[src/rtl/swtq_pkg.sv]
// Shared types, codes and field layout of the sorted wakeup timer queue.
package swtq_pkg;

  // Default sizes handed to the top level parameters
  localparam int unsigned QueueDepthDef = 16;
  localparam int unsigned IdBitsDef     = 8;

  // Fixed field widths on the stream ports
  localparam int unsigned PortIdW = 8;
  localparam int unsigned WakeW   = 64;
  localparam int unsigned RelW    = 24;
  localparam int unsigned IdExtW  = 16;

  // Request data layout, lowest bit first
  localparam int unsigned InIdLsb      = 0;
  localparam int unsigned InWakeLsb    = InIdLsb + PortIdW;
  localparam int unsigned InPartialLsb = InWakeLsb + WakeW;
  localparam int unsigned InCounterLsb = InPartialLsb + 1;
  localparam int unsigned InUsedW      = InCounterLsb + RelW;
  localparam int unsigned InDataW      = ((InUsedW + 7) / 8) * 8;

  // Register map
  localparam int unsigned ApbAddrW = 3;
  localparam int unsigned ApbDataW = 32;
  localparam logic        RegSelReload = 1'b0;

  // Request kinds
  localparam logic ReqInsert = 1'b0;
  localparam logic ReqTick   = 1'b1;

  typedef enum logic [1:0] {
    KIND_ACCEPTED = 2'd0,
    KIND_WOKEN    = 2'd1,
    KIND_NONE     = 2'd2,
    KIND_FULL     = 2'd3
  } kind_e;

  typedef enum logic [2:0] {
    ST_IDLE,
    ST_STEP,
    ST_TK_RD,
    ST_TK_CMP,
    ST_INS_RD,
    ST_INS_CMP,
    ST_RESP
  } state_e;

  // One result on the outbound stream
  typedef struct packed {
    kind_e                kind;
    logic [PortIdW-1:0]   id;
    logic                 last;
  } result_t;

endpackage

[src/rtl/swtq_mem.sv]
// Entry memory: one write port, one registered read port.
module swtq_mem #(
  parameter int unsigned DEPTH = swtq_pkg::QueueDepthDef,
  parameter int unsigned WIDTH = swtq_pkg::WakeW + swtq_pkg::IdBitsDef
) (
  input  logic                     clk_i,
  input  logic                     we_i,
  input  logic [$clog2(DEPTH)-1:0] waddr_i,
  input  logic [WIDTH-1:0]         wdata_i,
  input  logic                     re_i,
  input  logic [$clog2(DEPTH)-1:0] raddr_i,
  output logic [WIDTH-1:0]         rdata_o
);

  logic [WIDTH-1:0] mem [DEPTH];
  logic [WIDTH-1:0] rdata_q;

  // Write port
  always_ff @(posedge clk_i) begin
    if (we_i) begin
      mem[waddr_i] <= wdata_i;
    end
  end

  // Read port, data held while no read is issued
  always_ff @(posedge clk_i) begin
    if (re_i) begin
      rdata_q <= mem[raddr_i];
    end
  end

  assign rdata_o = rdata_q;

endmodule

[src/rtl/swtq_ctrl.sv]
// Sequencer: kernel tick, queue pointers, insert walk, wake pops and result register.
module swtq_ctrl #(
  parameter int unsigned QUEUE_DEPTH = swtq_pkg::QueueDepthDef,
  parameter int unsigned ID_BITS     = swtq_pkg::IdBitsDef
) (
  input  logic                                 clk_i,
  input  logic                                 rst_ni,
  input  logic [swtq_pkg::RelW-1:0]            reload_i,
  input  logic                                 in_valid_i,
  output logic                                 in_ready_o,
  input  logic                                 in_type_i,
  input  logic [swtq_pkg::PortIdW-1:0]         in_id_i,
  input  logic [swtq_pkg::WakeW-1:0]           in_wake_i,
  input  logic                                 in_partial_i,
  input  logic [swtq_pkg::RelW-1:0]            in_counter_i,
  output logic                                 out_valid_o,
  input  logic                                 out_ready_i,
  output swtq_pkg::result_t                    out_o,
  output logic                                 mem_we_o,
  output logic [$clog2(QUEUE_DEPTH)-1:0]       mem_waddr_o,
  output logic [swtq_pkg::WakeW+ID_BITS-1:0]   mem_wdata_o,
  output logic                                 mem_re_o,
  output logic [$clog2(QUEUE_DEPTH)-1:0]       mem_raddr_o,
  input  logic [swtq_pkg::WakeW+ID_BITS-1:0]   mem_rdata_i
);
  import swtq_pkg::*;

  localparam int unsigned AW = $clog2(QUEUE_DEPTH);
  localparam int unsigned CW = $clog2(QUEUE_DEPTH + 1);
  localparam int unsigned EW = WakeW + ID_BITS;

  state_e               state_q, state_d;
  logic [WakeW-1:0]     ktick_q, ktick_d;
  logic [RelW-1:0]      step_q, step_d;
  logic [WakeW-1:0]     wake_q, wake_d;
  logic [ID_BITS-1:0]   id_q, id_d;
  logic [AW-1:0]        head_q, head_d;
  logic [CW-1:0]        count_q, count_d;
  logic [CW-1:0]        idx_q, idx_d;
  logic [CW-1:0]        idx_m1;
  logic                 pend_q, pend_d;
  logic [ID_BITS-1:0]   pend_id_q, pend_id_d;
  kind_e                resp_q, resp_d;
  logic                 out_valid_q, out_valid_d;
  result_t              out_q, out_d;

  logic                 slot_free;
  logic                 emit;
  result_t              emit_res;
  logic [RelW-1:0]      cnt_clamp;
  logic [WakeW-1:0]     rd_wake;
  logic [ID_BITS-1:0]   rd_id;
  logic [IdExtW-1:0]    in_id_ext;
  logic                 hit;

  // Physical slot of a queue position counted from the head
  function automatic logic [AW-1:0] phys(input logic [AW-1:0] head,
                                         input logic [AW-1:0] off);
    logic [AW:0] sum;
    sum = {1'b0, head} + {1'b0, off};
    if (sum >= (AW+1)'(QUEUE_DEPTH)) begin
      sum = sum - (AW+1)'(QUEUE_DEPTH);
    end
    return sum[AW-1:0];
  endfunction

  // Stored identifier to port width
  function automatic logic [PortIdW-1:0] id_out(input logic [ID_BITS-1:0] id);
    logic [IdExtW-1:0] ext;
    ext = IdExtW'(id);
    return ext[PortIdW-1:0];
  endfunction

  assign rd_wake   = mem_rdata_i[WakeW-1:0];
  assign rd_id     = mem_rdata_i[EW-1:WakeW];
  assign in_id_ext = IdExtW'(in_id_i);
  assign idx_m1    = idx_q - 1'b1;
  assign hit       = rd_wake < ktick_q;
  assign slot_free = !out_valid_q || out_ready_i;
  assign cnt_clamp = (in_counter_i > reload_i) ? reload_i : in_counter_i;

  assign in_ready_o  = (state_q == ST_IDLE);
  assign out_valid_o = out_valid_q;
  assign out_o       = out_q;

  // Next state, memory accesses and result emission
  always_comb begin
    state_d     = state_q;
    ktick_d     = ktick_q;
    step_d      = step_q;
    wake_d      = wake_q;
    id_d        = id_q;
    head_d      = head_q;
    count_d     = count_q;
    idx_d       = idx_q;
    pend_d      = pend_q;
    pend_id_d   = pend_id_q;
    resp_d      = resp_q;
    emit        = 1'b0;
    emit_res    = '{kind: KIND_NONE, id: '0, last: 1'b1};
    mem_we_o    = 1'b0;
    mem_waddr_o = '0;
    mem_wdata_o = {id_q, wake_q};
    mem_re_o    = 1'b0;
    mem_raddr_o = '0;

    case (state_q)
      ST_IDLE: begin
        if (in_valid_i) begin
          wake_d = in_wake_i;
          id_d   = in_id_ext[ID_BITS-1:0];
          step_d = in_partial_i ? (reload_i - cnt_clamp) : reload_i;
          idx_d  = count_q;
          pend_d = 1'b0;
          if (in_type_i == ReqTick) begin
            state_d = ST_STEP;
          end else if (count_q == CW'(QUEUE_DEPTH)) begin
            resp_d  = KIND_FULL;
            state_d = ST_RESP;
          end else begin
            state_d = ST_INS_RD;
          end
        end
      end

      ST_STEP: begin
        ktick_d = ktick_q + WakeW'(step_q);
        state_d = ST_TK_RD;
      end

      // Fetch the head entry, or close the tick on an empty queue
      ST_TK_RD: begin
        if (count_q == '0) begin
          if (pend_q) begin
            if (slot_free) begin
              emit     = 1'b1;
              emit_res = '{kind: KIND_WOKEN, id: id_out(pend_id_q), last: 1'b1};
              state_d  = ST_IDLE;
            end
          end else begin
            resp_d  = KIND_NONE;
            state_d = ST_RESP;
          end
        end else begin
          mem_re_o    = 1'b1;
          mem_raddr_o = head_q;
          state_d     = ST_TK_CMP;
        end
      end

      // A pending wakeup goes out once it is known whether another follows
      ST_TK_CMP: begin
        if (!pend_q) begin
          if (hit) begin
            pend_d    = 1'b1;
            pend_id_d = rd_id;
            head_d    = phys(head_q, AW'(1));
            count_d   = count_q - 1'b1;
            state_d   = ST_TK_RD;
          end else begin
            resp_d  = KIND_NONE;
            state_d = ST_RESP;
          end
        end else if (slot_free) begin
          emit     = 1'b1;
          emit_res = '{kind: KIND_WOKEN, id: id_out(pend_id_q), last: !hit};
          if (hit) begin
            pend_id_d = rd_id;
            head_d    = phys(head_q, AW'(1));
            count_d   = count_q - 1'b1;
            state_d   = ST_TK_RD;
          end else begin
            pend_d  = 1'b0;
            state_d = ST_IDLE;
          end
        end
      end

      // Walk from the tail toward the head
      ST_INS_RD: begin
        if (idx_q == '0) begin
          mem_we_o    = 1'b1;
          mem_waddr_o = head_q;
          count_d     = count_q + 1'b1;
          resp_d      = KIND_ACCEPTED;
          state_d     = ST_RESP;
        end else begin
          mem_re_o    = 1'b1;
          mem_raddr_o = phys(head_q, idx_m1[AW-1:0]);
          state_d     = ST_INS_CMP;
        end
      end

      // Shift a later entry up one slot, or drop the new one in place
      ST_INS_CMP: begin
        mem_we_o    = 1'b1;
        mem_waddr_o = phys(head_q, idx_q[AW-1:0]);
        if (rd_wake > wake_q) begin
          mem_wdata_o = mem_rdata_i;
          idx_d       = idx_m1;
          state_d     = ST_INS_RD;
        end else begin
          count_d = count_q + 1'b1;
          resp_d  = KIND_ACCEPTED;
          state_d = ST_RESP;
        end
      end

      ST_RESP: begin
        if (slot_free) begin
          emit     = 1'b1;
          emit_res = '{kind: resp_q, id: '0, last: 1'b1};
          state_d  = ST_IDLE;
        end
      end

      default: begin
        state_d = ST_IDLE;
      end
    endcase
  end

  // Result register
  always_comb begin
    out_d       = out_q;
    out_valid_d = out_valid_q;
    if (emit) begin
      out_d       = emit_res;
      out_valid_d = 1'b1;
    end else if (out_ready_i) begin
      out_valid_d = 1'b0;
    end
  end

  // Control state
  always_ff @(posedge clk_i or negedge rst_ni) begin
    if (!rst_ni) begin
      state_q     <= ST_IDLE;
      ktick_q     <= '0;
      head_q      <= '0;
      count_q     <= '0;
      pend_q      <= 1'b0;
      out_valid_q <= 1'b0;
    end else begin
      state_q     <= state_d;
      ktick_q     <= ktick_d;
      head_q      <= head_d;
      count_q     <= count_d;
      pend_q      <= pend_d;
      out_valid_q <= out_valid_d;
    end
  end

  // Payload registers
  always_ff @(posedge clk_i) begin
    step_q    <= step_d;
    wake_q    <= wake_d;
    id_q      <= id_d;
    idx_q     <= idx_d;
    pend_id_q <= pend_id_d;
    resp_q    <= resp_d;
    out_q     <= out_d;
  end

endmodule

[src/rtl/sorted_wakeup_timer_queue.sv]
// Top level of the sorted wakeup timer queue: register port, sequencer and entry memory.
//
// Requests arrive on the s_axis channel; tuser selects insert (0) or timer tick (1).
// Results leave on the m_axis channel: tuser carries the kind, tdata the woken
// thread and tlast marks the final result of each request.
// An insert answers with one accepted or queue-full result. It walks from the
// tail and moves each later entry up one slot, reading it and then writing it
// one slot further on, until the new entry drops into place.
// A tick adds the period step to the 64-bit kernel tick, then reads and compares
// head entries on the single memory read port, waking each one that is now due,
// until one is not yet due or the queue is empty.
// One request is worked at a time; the next is taken when the sequencer is idle,
// even while the last result still sits in the output register.
// When the receiver stalls, the output register holds its result and the
// sequencer waits before issuing the next one; nothing is dropped.
// Reset empties the queue, clears the kernel tick and sets reload_value to
// 0xFFFFFF; memory contents are not cleared, since only queued entries are read.
// reload_value lies at byte address 0 of the register port.
module sorted_wakeup_timer_queue #(
  parameter int unsigned QUEUE_DEPTH = swtq_pkg::QueueDepthDef,
  parameter int unsigned ID_BITS     = swtq_pkg::IdBitsDef
) (
  input  logic                            clk_i,
  input  logic                            rst_ni,
  // Register port
  input  logic                            psel,
  input  logic                            penable,
  input  logic                            pwrite,
  input  logic [swtq_pkg::ApbAddrW-1:0]   paddr,
  input  logic [swtq_pkg::ApbDataW-1:0]   pwdata,
  output logic [swtq_pkg::ApbDataW-1:0]   prdata,
  output logic                            pready,
  // Requests
  input  logic                            s_axis_tvalid_i,
  output logic                            s_axis_tready_o,
  // thread_id[7:0], wake_tick[71:8], partial_tick[72], counter_value[96:73]
  input  logic [swtq_pkg::InDataW-1:0]    s_axis_tdata_i,
  // req_type[0]
  input  logic                            s_axis_tuser_i,
  // Results
  output logic                            m_axis_tvalid_o,
  input  logic                            m_axis_tready_i,
  // woken_id[7:0]
  output logic [swtq_pkg::PortIdW-1:0]    m_axis_tdata_o,
  // kind[1:0]
  output logic [1:0]                      m_axis_tuser_o,
  output logic                            m_axis_tlast_o
);
  import swtq_pkg::*;

  localparam int unsigned AW = $clog2(QUEUE_DEPTH);
  localparam int unsigned EW = WakeW + ID_BITS;

  logic [RelW-1:0] reload_q;
  logic            cfg_wr;
  result_t         res;
  logic            mem_we;
  logic [AW-1:0]   mem_waddr;
  logic [EW-1:0]   mem_wdata;
  logic            mem_re;
  logic [AW-1:0]   mem_raddr;
  logic [EW-1:0]   mem_rdata;

  // Register port
  assign pready = 1'b1;
  assign cfg_wr = psel && penable && pwrite && pready;
  assign prdata = (paddr[2] == RegSelReload) ? ApbDataW'(reload_q) : '0;

  always_ff @(posedge clk_i or negedge rst_ni) begin
    if (!rst_ni) begin
      reload_q <= '1;
    end else if (cfg_wr && paddr[2] == RegSelReload) begin
      reload_q <= pwdata[RelW-1:0];
    end
  end

  // Sequencer
  swtq_ctrl #(
    .QUEUE_DEPTH (QUEUE_DEPTH),
    .ID_BITS     (ID_BITS)
  ) u_ctrl (
    .clk_i        (clk_i),
    .rst_ni       (rst_ni),
    .reload_i     (reload_q),
    .in_valid_i   (s_axis_tvalid_i),
    .in_ready_o   (s_axis_tready_o),
    .in_type_i    (s_axis_tuser_i),
    .in_id_i      (s_axis_tdata_i[InIdLsb +: PortIdW]),
    .in_wake_i    (s_axis_tdata_i[InWakeLsb +: WakeW]),
    .in_partial_i (s_axis_tdata_i[InPartialLsb]),
    .in_counter_i (s_axis_tdata_i[InCounterLsb +: RelW]),
    .out_valid_o  (m_axis_tvalid_o),
    .out_ready_i  (m_axis_tready_i),
    .out_o        (res),
    .mem_we_o     (mem_we),
    .mem_waddr_o  (mem_waddr),
    .mem_wdata_o  (mem_wdata),
    .mem_re_o     (mem_re),
    .mem_raddr_o  (mem_raddr),
    .mem_rdata_i  (mem_rdata)
  );

  // Entry memory: wake tick in the low bits, thread above
  swtq_mem #(
    .DEPTH (QUEUE_DEPTH),
    .WIDTH (EW)
  ) u_mem (
    .clk_i   (clk_i),
    .we_i    (mem_we),
    .waddr_i (mem_waddr),
    .wdata_i (mem_wdata),
    .re_i    (mem_re),
    .raddr_i (mem_raddr),
    .rdata_o (mem_rdata)
  );

  assign m_axis_tdata_o = res.id;
  assign m_axis_tuser_o = res.kind;
  assign m_axis_tlast_o = res.last;

endmodule

[config.mk]
export PLATFORM = sky130hd
export DESIGN_NAME = sorted_wakeup_timer_queue
export DESIGN_NICKNAME = d
export VERILOG_FILES = /design/src/rtl/swtq_pkg.sv /design/src/rtl/swtq_mem.sv /design/src/rtl/swtq_ctrl.sv /design/src/rtl/sorted_wakeup_timer_queue.sv
export SDC_FILE = /design/constraint.sdc
export NUM_CORES = 2
export LEC_CHECK = 0
export ABC_AREA = 0
export CORE_MARGIN = 1
export CORE_UTILIZATION = 55
export CTS_BUF_LIST = sky130_fd_sc_hd__clkbuf_2 sky130_fd_sc_hd__clkbuf_4 sky130_fd_sc_hd__clkbuf_8
export DETAILED_ROUTE_END_ITERATION = 6
export DONT_BUFFER_PORTS = 1
export PLACE_DENSITY = 0.73
export SLEW_MARGIN = 20
export SYNTH_ARGS = -nofsm -noshare
export SYNTH_HDL_FRONTEND = slang
export SYNTH_SLANG_ARGS = --single-unit
[constraint.sdc]
create_clock -name clk_i -period 5.45 [get_ports clk_i]
set_clock_uncertainty 0.05 [all_clocks]
set_input_delay 0.8175 -clock clk_i [delete_from_list [all_inputs] [get_ports clk_i]]
set_output_delay 0.8175 -clock clk_i [all_outputs]
set_load 0.05 [all_outputs]
# Word-level counts from Yosys, hierarchy flattened
# Memories as Yosys holds them, arrays and structs flattened. A register that Yosys moved wholly into a read port is not among the register bits.
# Cells that the tools add are included.
# classes
add_sub_neg,11
magnitude_cmp,6
n_eq_ne,19
mux,76
n_bitwise,1
n_reduce_logical,21
# ops
op,count
72-bit 2-to-1 mux,2
24-bit 2-to-1 mux,3
11-bit 2-to-1 mux,6
64-bit by 24-bit adder with 64-bit output,1
64-bit > comparator,1
64-bit less-than comparator,1
4-bit 2-to-1 mux,9
5-bit 2-to-1 mux,7
11-bit one-hot mux with 3 select lines,1
2-bit 2-to-1 mux,13
24-bit > comparator,1
3-bit 2-to-1 mux,8
8-bit 2-to-1 mux,3
24-bit subtractor,1
3-bit one-hot mux with 7 select lines,1
4-bit one-hot mux with 2 select lines,2
5-bit greater-or-equal comparator (second input constant),3
5-bit one-hot mux with 3 select lines,1
1-bit 2-to-1 mux,14
2-bit != test (second input constant),7
4-bit by 1-bit subtractor with 4-bit output (second input constant),3
4-bit by 4-bit adder with 5-bit output,2
5-bit zero test,2
2-bit one-hot mux with 5 select lines,1
24 further kinds,41
# word_totals
register_bits,224
ram_bits,1152
in_bits,147
out_inout_bits,46
n_memories,1
# memory_table
memory,words,word_bits,rd,rd_clocked_by_memory_dff,write_ports,line_no,source
u_mem.mem,16,72,1,1,1,swtq_mem.sv:15,logic [WIDTH-1:0] mem [DEPTH];

# Depth between registers and ports, before layout
# logic_depth
depth_word,7
ltp_mapped,23
depth_no_buf,22

# By module
# From an unflattened synthesis, not the netlist that was laid out.
# hier_totals
hier_cells,3560
hier_area_um2,61426.4
# modules_own_cells
mod,instances,cells_per_inst,area_each_um2
swtq_mem,1,1850,45272.2
swtq_ctrl,1,1622,14896.8
sorted_wakeup_timer_queue,1,88,1257.5

# Worst setup path after synthesis
# Ideal clock, no wire load.
# synth_timing
path_type,register -> register
from,register u_ctrl.idx_q[1]
to,memory u_mem.mem[8][0] in the netlist's numbering (enable)
arrival_ps,4960
t_required_ps,4897
setup_slack_ps,-63
stages_incl_launch_ff,11
period_less_slack_ps,5513
path_cell_list,edfxtp_1 > inv_1 > ha_1 > nand2b_1 > nor3_1 > nor3b_1 > a21o_1 > nand2_1 > o31ai_1 > nand2_1 > nor2_1
# synth_via
elab_chain_len,5
# synth_lines
element,line_no,source
start: declaration,swtq_ctrl.sv:39,"logic [CW-1:0] idx_q, idx_d;"
start signal: assignment,swtq_ctrl.sv:259,idx_q <= idx_d;
branches (longest 5 deep; another with 4-bit by 4-bit adder with 5-bit output),-,
end: declaration,swtq_mem.sv:15,
# Parallel ways; which one is timed is not known.

# Final worst setup path
# layout_timing
from,register reload_q[1]
to,"register u_ctrl.step_q[22], data pin"
# layout_via
elab_chain_len,4
# layout_lines
element,line_no,source
start: declaration,sorted_wakeup_timer_queue.sv:54,logic [RelW-1:0] reload_q;
start signal: assignment,sorted_wakeup_timer_queue.sv:73,reload_q <= pwdata[RelW-1:0];
24-bit > comparator,swtq_ctrl.sv:80,assign cnt_clamp = (in_counter_i > reload_i) ? reload_i : in_counter_i;
24-bit 2-to-1 mux,swtq_ctrl.sv:80,
24-bit subtractor (*),swtq_ctrl.sv:112,step_d = in_partial_i ? (reload_i - cnt_clamp) : reload_i;
24-bit 2-to-1 mux (*),swtq_ctrl.sv:112,
end signal: assignment,swtq_ctrl.sv:256,step_q <= step_d;
end: declaration,swtq_ctrl.sv:34,"logic [RelW-1:0] step_q, step_d;"
# Mark *: on every way between the ends. The rest lies on a longest branch, timed or not.
# A chain may end at the register's enable or synchronous reset.

==> summary.txt <==
Outcome
  – Status: finished, violations left
  – Failing checks: design-rule violations

Yosys
  – Synth area leaders: edfxtp_1, nand2_1, a211oi_1, ha_1, dfrtp_1
  – Post-synthesis mux area share: 1.127%
  – Syn Inst Count: approximately 4,900
  – Sequential element share of the synthesized area: 67.57%
  – Synth Area in Simple Gates: 10.00%
  – Synth Area in XOR/XNOR: under 10%
  – Synth cell types: 72
  – Post-synthesis compound-gate area fraction: between 10% and 20%
  – Post-synth EDFFs: 1,346
  – Register bit total from synthesis: 1,448
  – Primary flip-flop cell chosen by synthesis mapping: edfxtp_1
  – Avg Inst Size Synth: 13.09 um2
  – Synth warn: 0
  – Synth Cell Area: 63,640 um2
  – Post-synth ARST share: 7.044%
  – Adder-cell share of the synthesized area: 4.266%
  – Largest family of logic cells by synthesized area: compound AO/OA/AOI/OAI gates
  – Synth area leader: edfxtp_1
  – Synth top area share: 63.51%

Timing
  – Setup violators final: 0
  – Final Critical Period: 5.206 ns
  – Period utilisation layout: 95.52%
  – Worst Hold Slack: approximately 0.1 ns
  – Slew Viols, Final: 0
  – Worst Tran Pin Value: 1.172 ns
  – Max Freq: 0.1921 GHz
  – Final hold violation count: 0
  – Total negative setup slack: 0 ns
  – Rel. slew slack: 21.59%
  – RSZ-0062 raised after global routing: yes

Clocking
  – TritonCTS buffer count: 219
  – CTS tree: done
  – Max H-tree Level: 4
  – Clk slew on worst S/H paths: roughly 0.070 ns
  – Root buffer cell: clkbuf_8
  – CTS max path bufs: 3
  – Post-CTS Setup Bufs: 0
  – Clock Sinks: 1,448
  – Skew-Pair Late Insertion Delay: 0.90 ns

Floorplan
  – Io pins: 193
  – Die Ht: 342.2 um
  – Starting density of the core: 55.58%
  – Die span in x: approximately 340 um
  – Die area: 117,100 um2
  – FP Rows: 124
  – Core box area: 114,500 um2

Routing
  – Routed via count: 40,680
  – Post-Route WL: approximately 150,000 um
  – Iter 0 DRT Violations: 3,779
  – ANT nets after route: 0
  – Drc violations: 38
  – Drt pass-1 iters: 7
  – Routed len/inst: 22.86 um
  – Vias per cell: 6.069

Finish
  – P&R area growth vs syn: 12.42%
  – Final net count: 5,373
  – Most frequent cells in the layout: edfxtp_1, nand2_1, a211oi_1
  – Finished Layout Cells: 6,703
  – Commonest non-fill, non-tap cell in the layout: edfxtp_1
  – Layout cells sized above 1: 11.19%
  – Number of fillers in the final layout: 8,356

Placed design
  – DP Wirelength: 85,410 um
  – Input/output buffers: 0
  – Placer Congestion: 0.8782
  – Dpl cells: 6,205

Global routing
  – Vias in the first global route: 39,170
  – First-pass GRT wire length: 230,800 um
  – Initial antenna violation count: 3
  – Largest net degree at the start of global routing: 175
  – Tot GR Track Use: 25.94%
  – Remaining global-route overflow: 0

Critical path
  – WS Path Type: register to register
  – CP endpoint kind: register
  – Crit start category: register
  – CP Data Required Time: 6.04 ns
  – Max FO, Critical Path: 5
  – Crit path DAT: approximately 5.8 ns

Pwr
  – P per Cell Area: 515.5 nW/um2
  – Max VDD drop: 317.8 uV
  – Leak: between 20 and 30 nW

Worst hold path
  – Hold Crit Class: input pin to register

Job
  – Max cap viols: 0
registers in the layout (all words and copies together), names as in the netlist:
register	flops
u_mem.mem	1152
u_mem.rdata_o	72
u_ctrl.ktick_q	64
u_ctrl.wake_q	64
reload_q	24
u_ctrl.step_q	24
u_ctrl.out_o	11
u_ctrl.id_q	8
u_ctrl.pend_id_q	8
u_ctrl.count_q	5
u_ctrl.idx_q	5
u_ctrl.head_q	4
u_ctrl.state_q	3
u_ctrl.resp_q	2
u_ctrl.out_valid_o	1
u_ctrl.pend_q	1
cell type report:
class / instances / area (um2) / share of cell area [%]
inverters: 192 / 723.2 / 1.011
repair buffers: 220 / 2490 / 3.480
well taps: 1512 / 1892 / 2.644
clock inverters: 116 / 902.1 / 1.261
diodes: 1 / 2.502 / 0.003498
clock buffers: 283 / 3588 / 5.016
flip-flops and latches: 1448 / 43000 / 60.11
multi-input cells: 2931 / 18940 / 26.48
cells in the mapped netlist (7+ instances only):
library cell / n
nand3_1: 34
dfrtp_1: 78
mux2i_1: 27
a31oi_1: 151
buf_4: 9
nand2b_1: 18
o21ai_0: 106
ha_1: 209
nor4_1: 13
edfxtp_1: 1346
or3_1: 9
buf_1: 7
nand2_1: 742
a211oi_1: 370
o21ai_1: 52
a21o_1: 78
mux2_4: 8
and2_0: 8
a311oi_1: 146
nor2b_1: 14
buf_6: 8
nor3_1: 32
a21oi_1: 223
nand4_1: 47
o211ai_1: 8
o21a_1: 16
xor2_1: 17
mux2_2: 29
clkbuf_1: 266
a2111oi_0: 9
nor2_1: 96
buf_2: 8
xnor2_1: 62
inv_1: 192
and3_1: 12
and2_1: 294
dfstp_2: 24
what timing repair did:
action | 4_1_cts | 5_1_grt
endpoints found under the hold margin | 198 | 0
setup endpoints to repair | 0 | 4
hold buffers | 98 | 0
gates resized for setup | 0 | 3
report_power, final:
group | leakage [nW] | total [mW] | switching [mW] | internal (mW)
sequential | 13.4 | 14.9 | 0.840 | 14.1
combinational | 9.24 | 12.9 | 8.26 | 4.59
clock | 2.35 | 9.09 | 4.16 | 4.92
total | 25.0 | 36.9 | 13.3 | 23.6
worst max-delay path: stages, from the launching register on:
cell and delay (ns):
dfstp_2 0.55, inv_1 0.10, ha_1 0.30, a21oi_1 0.19, o221ai_1 0.13, a21o_1 0.19
a211o_1 0.32, a211oi_1 0.25, nor2_2 0.11, nand2_1 0.07, o21ai_0 0.08, ha_1 0.22
fa_1 0.39, nor2b_1 0.13, o21a_1 0.14, o21ai_0 0.10, a211oi_1 0.35, o211ai_1 0.23
a211oi_2 0.29, nor3_1 0.13, o2111ai_1 0.20, or3b_2 0.45
metal layers:
metal,share of wire [%],GRT usage (%),vias to the layer above
met5,0,0,-
li1,-,-,18680
met4,2.9,9.375,0
met3,7.3,3.972,272
met2,48,41.86,1668
met1,42,35.87,20060
cell families after synthesis:
group | Yosys count
adders and majority gates | 214
xor gates and xnor gates | 79
muxes | 64
DFF | 1448
buffers and inverters | 490
AOI/OAI and AO/OA | 1212
other | 2
and+or+nand+nor | 1353
path summary, 6_finish.rpt:
check | slack, ns | cells past startpoint | startpoint | to
worst max register to register | 0.24 | 21 | reload_q[1]$_DFFE_PN1P_ | u_ctrl.step_q[22]$_DFFE_PP_
max in group asynchronous | 4.31 | 2 | rst_ni | u_ctrl.ktick_q[39]$_DFFE_PN0P_
worst min register to register | 0.42 | 0 | u_mem.rdata_o[67]$_DFFE_PP_ | u_ctrl.pend_id_q[3]$_DFFE_PP_
worst min-delay path | 0.10 | 2 | s_axis_tdata_i[72] | u_ctrl.step_q[13]$_DFFE_PP_
min in group asynchronous | 0.52 | 2 | rst_ni | u_ctrl.ktick_q[7]$_DFFE_PN0P_
worst max-delay path | 0.24 | 21 | reload_q[1]$_DFFE_PN1P_ | u_ctrl.step_q[22]$_DFFE_PP_
stage by stage:
| stage | area (um2) | setup slack [ns] | power, mW | util [%] |
|---|---|---|---|---|
| 3_5_place_dp | 66030 | -0.04735 | 27.80 | 57.67 |
| 6_report | 71540 | 0.2439 | 36.88 | 62.48 |
| 2_1_floorplan | 63670 | -0.06288 | 23.93 | - |
| 3_3_place_gp | 66030 | -0.001283 | 27.41 | 57.67 |
| 5_1_grt | 71540 | -0.04394 | 38.94 | 62.48 |
| 4_1_cts | 71520 | 0.1597 | 36.96 | 62.46 |
Power figures use the tool's default switching activity.
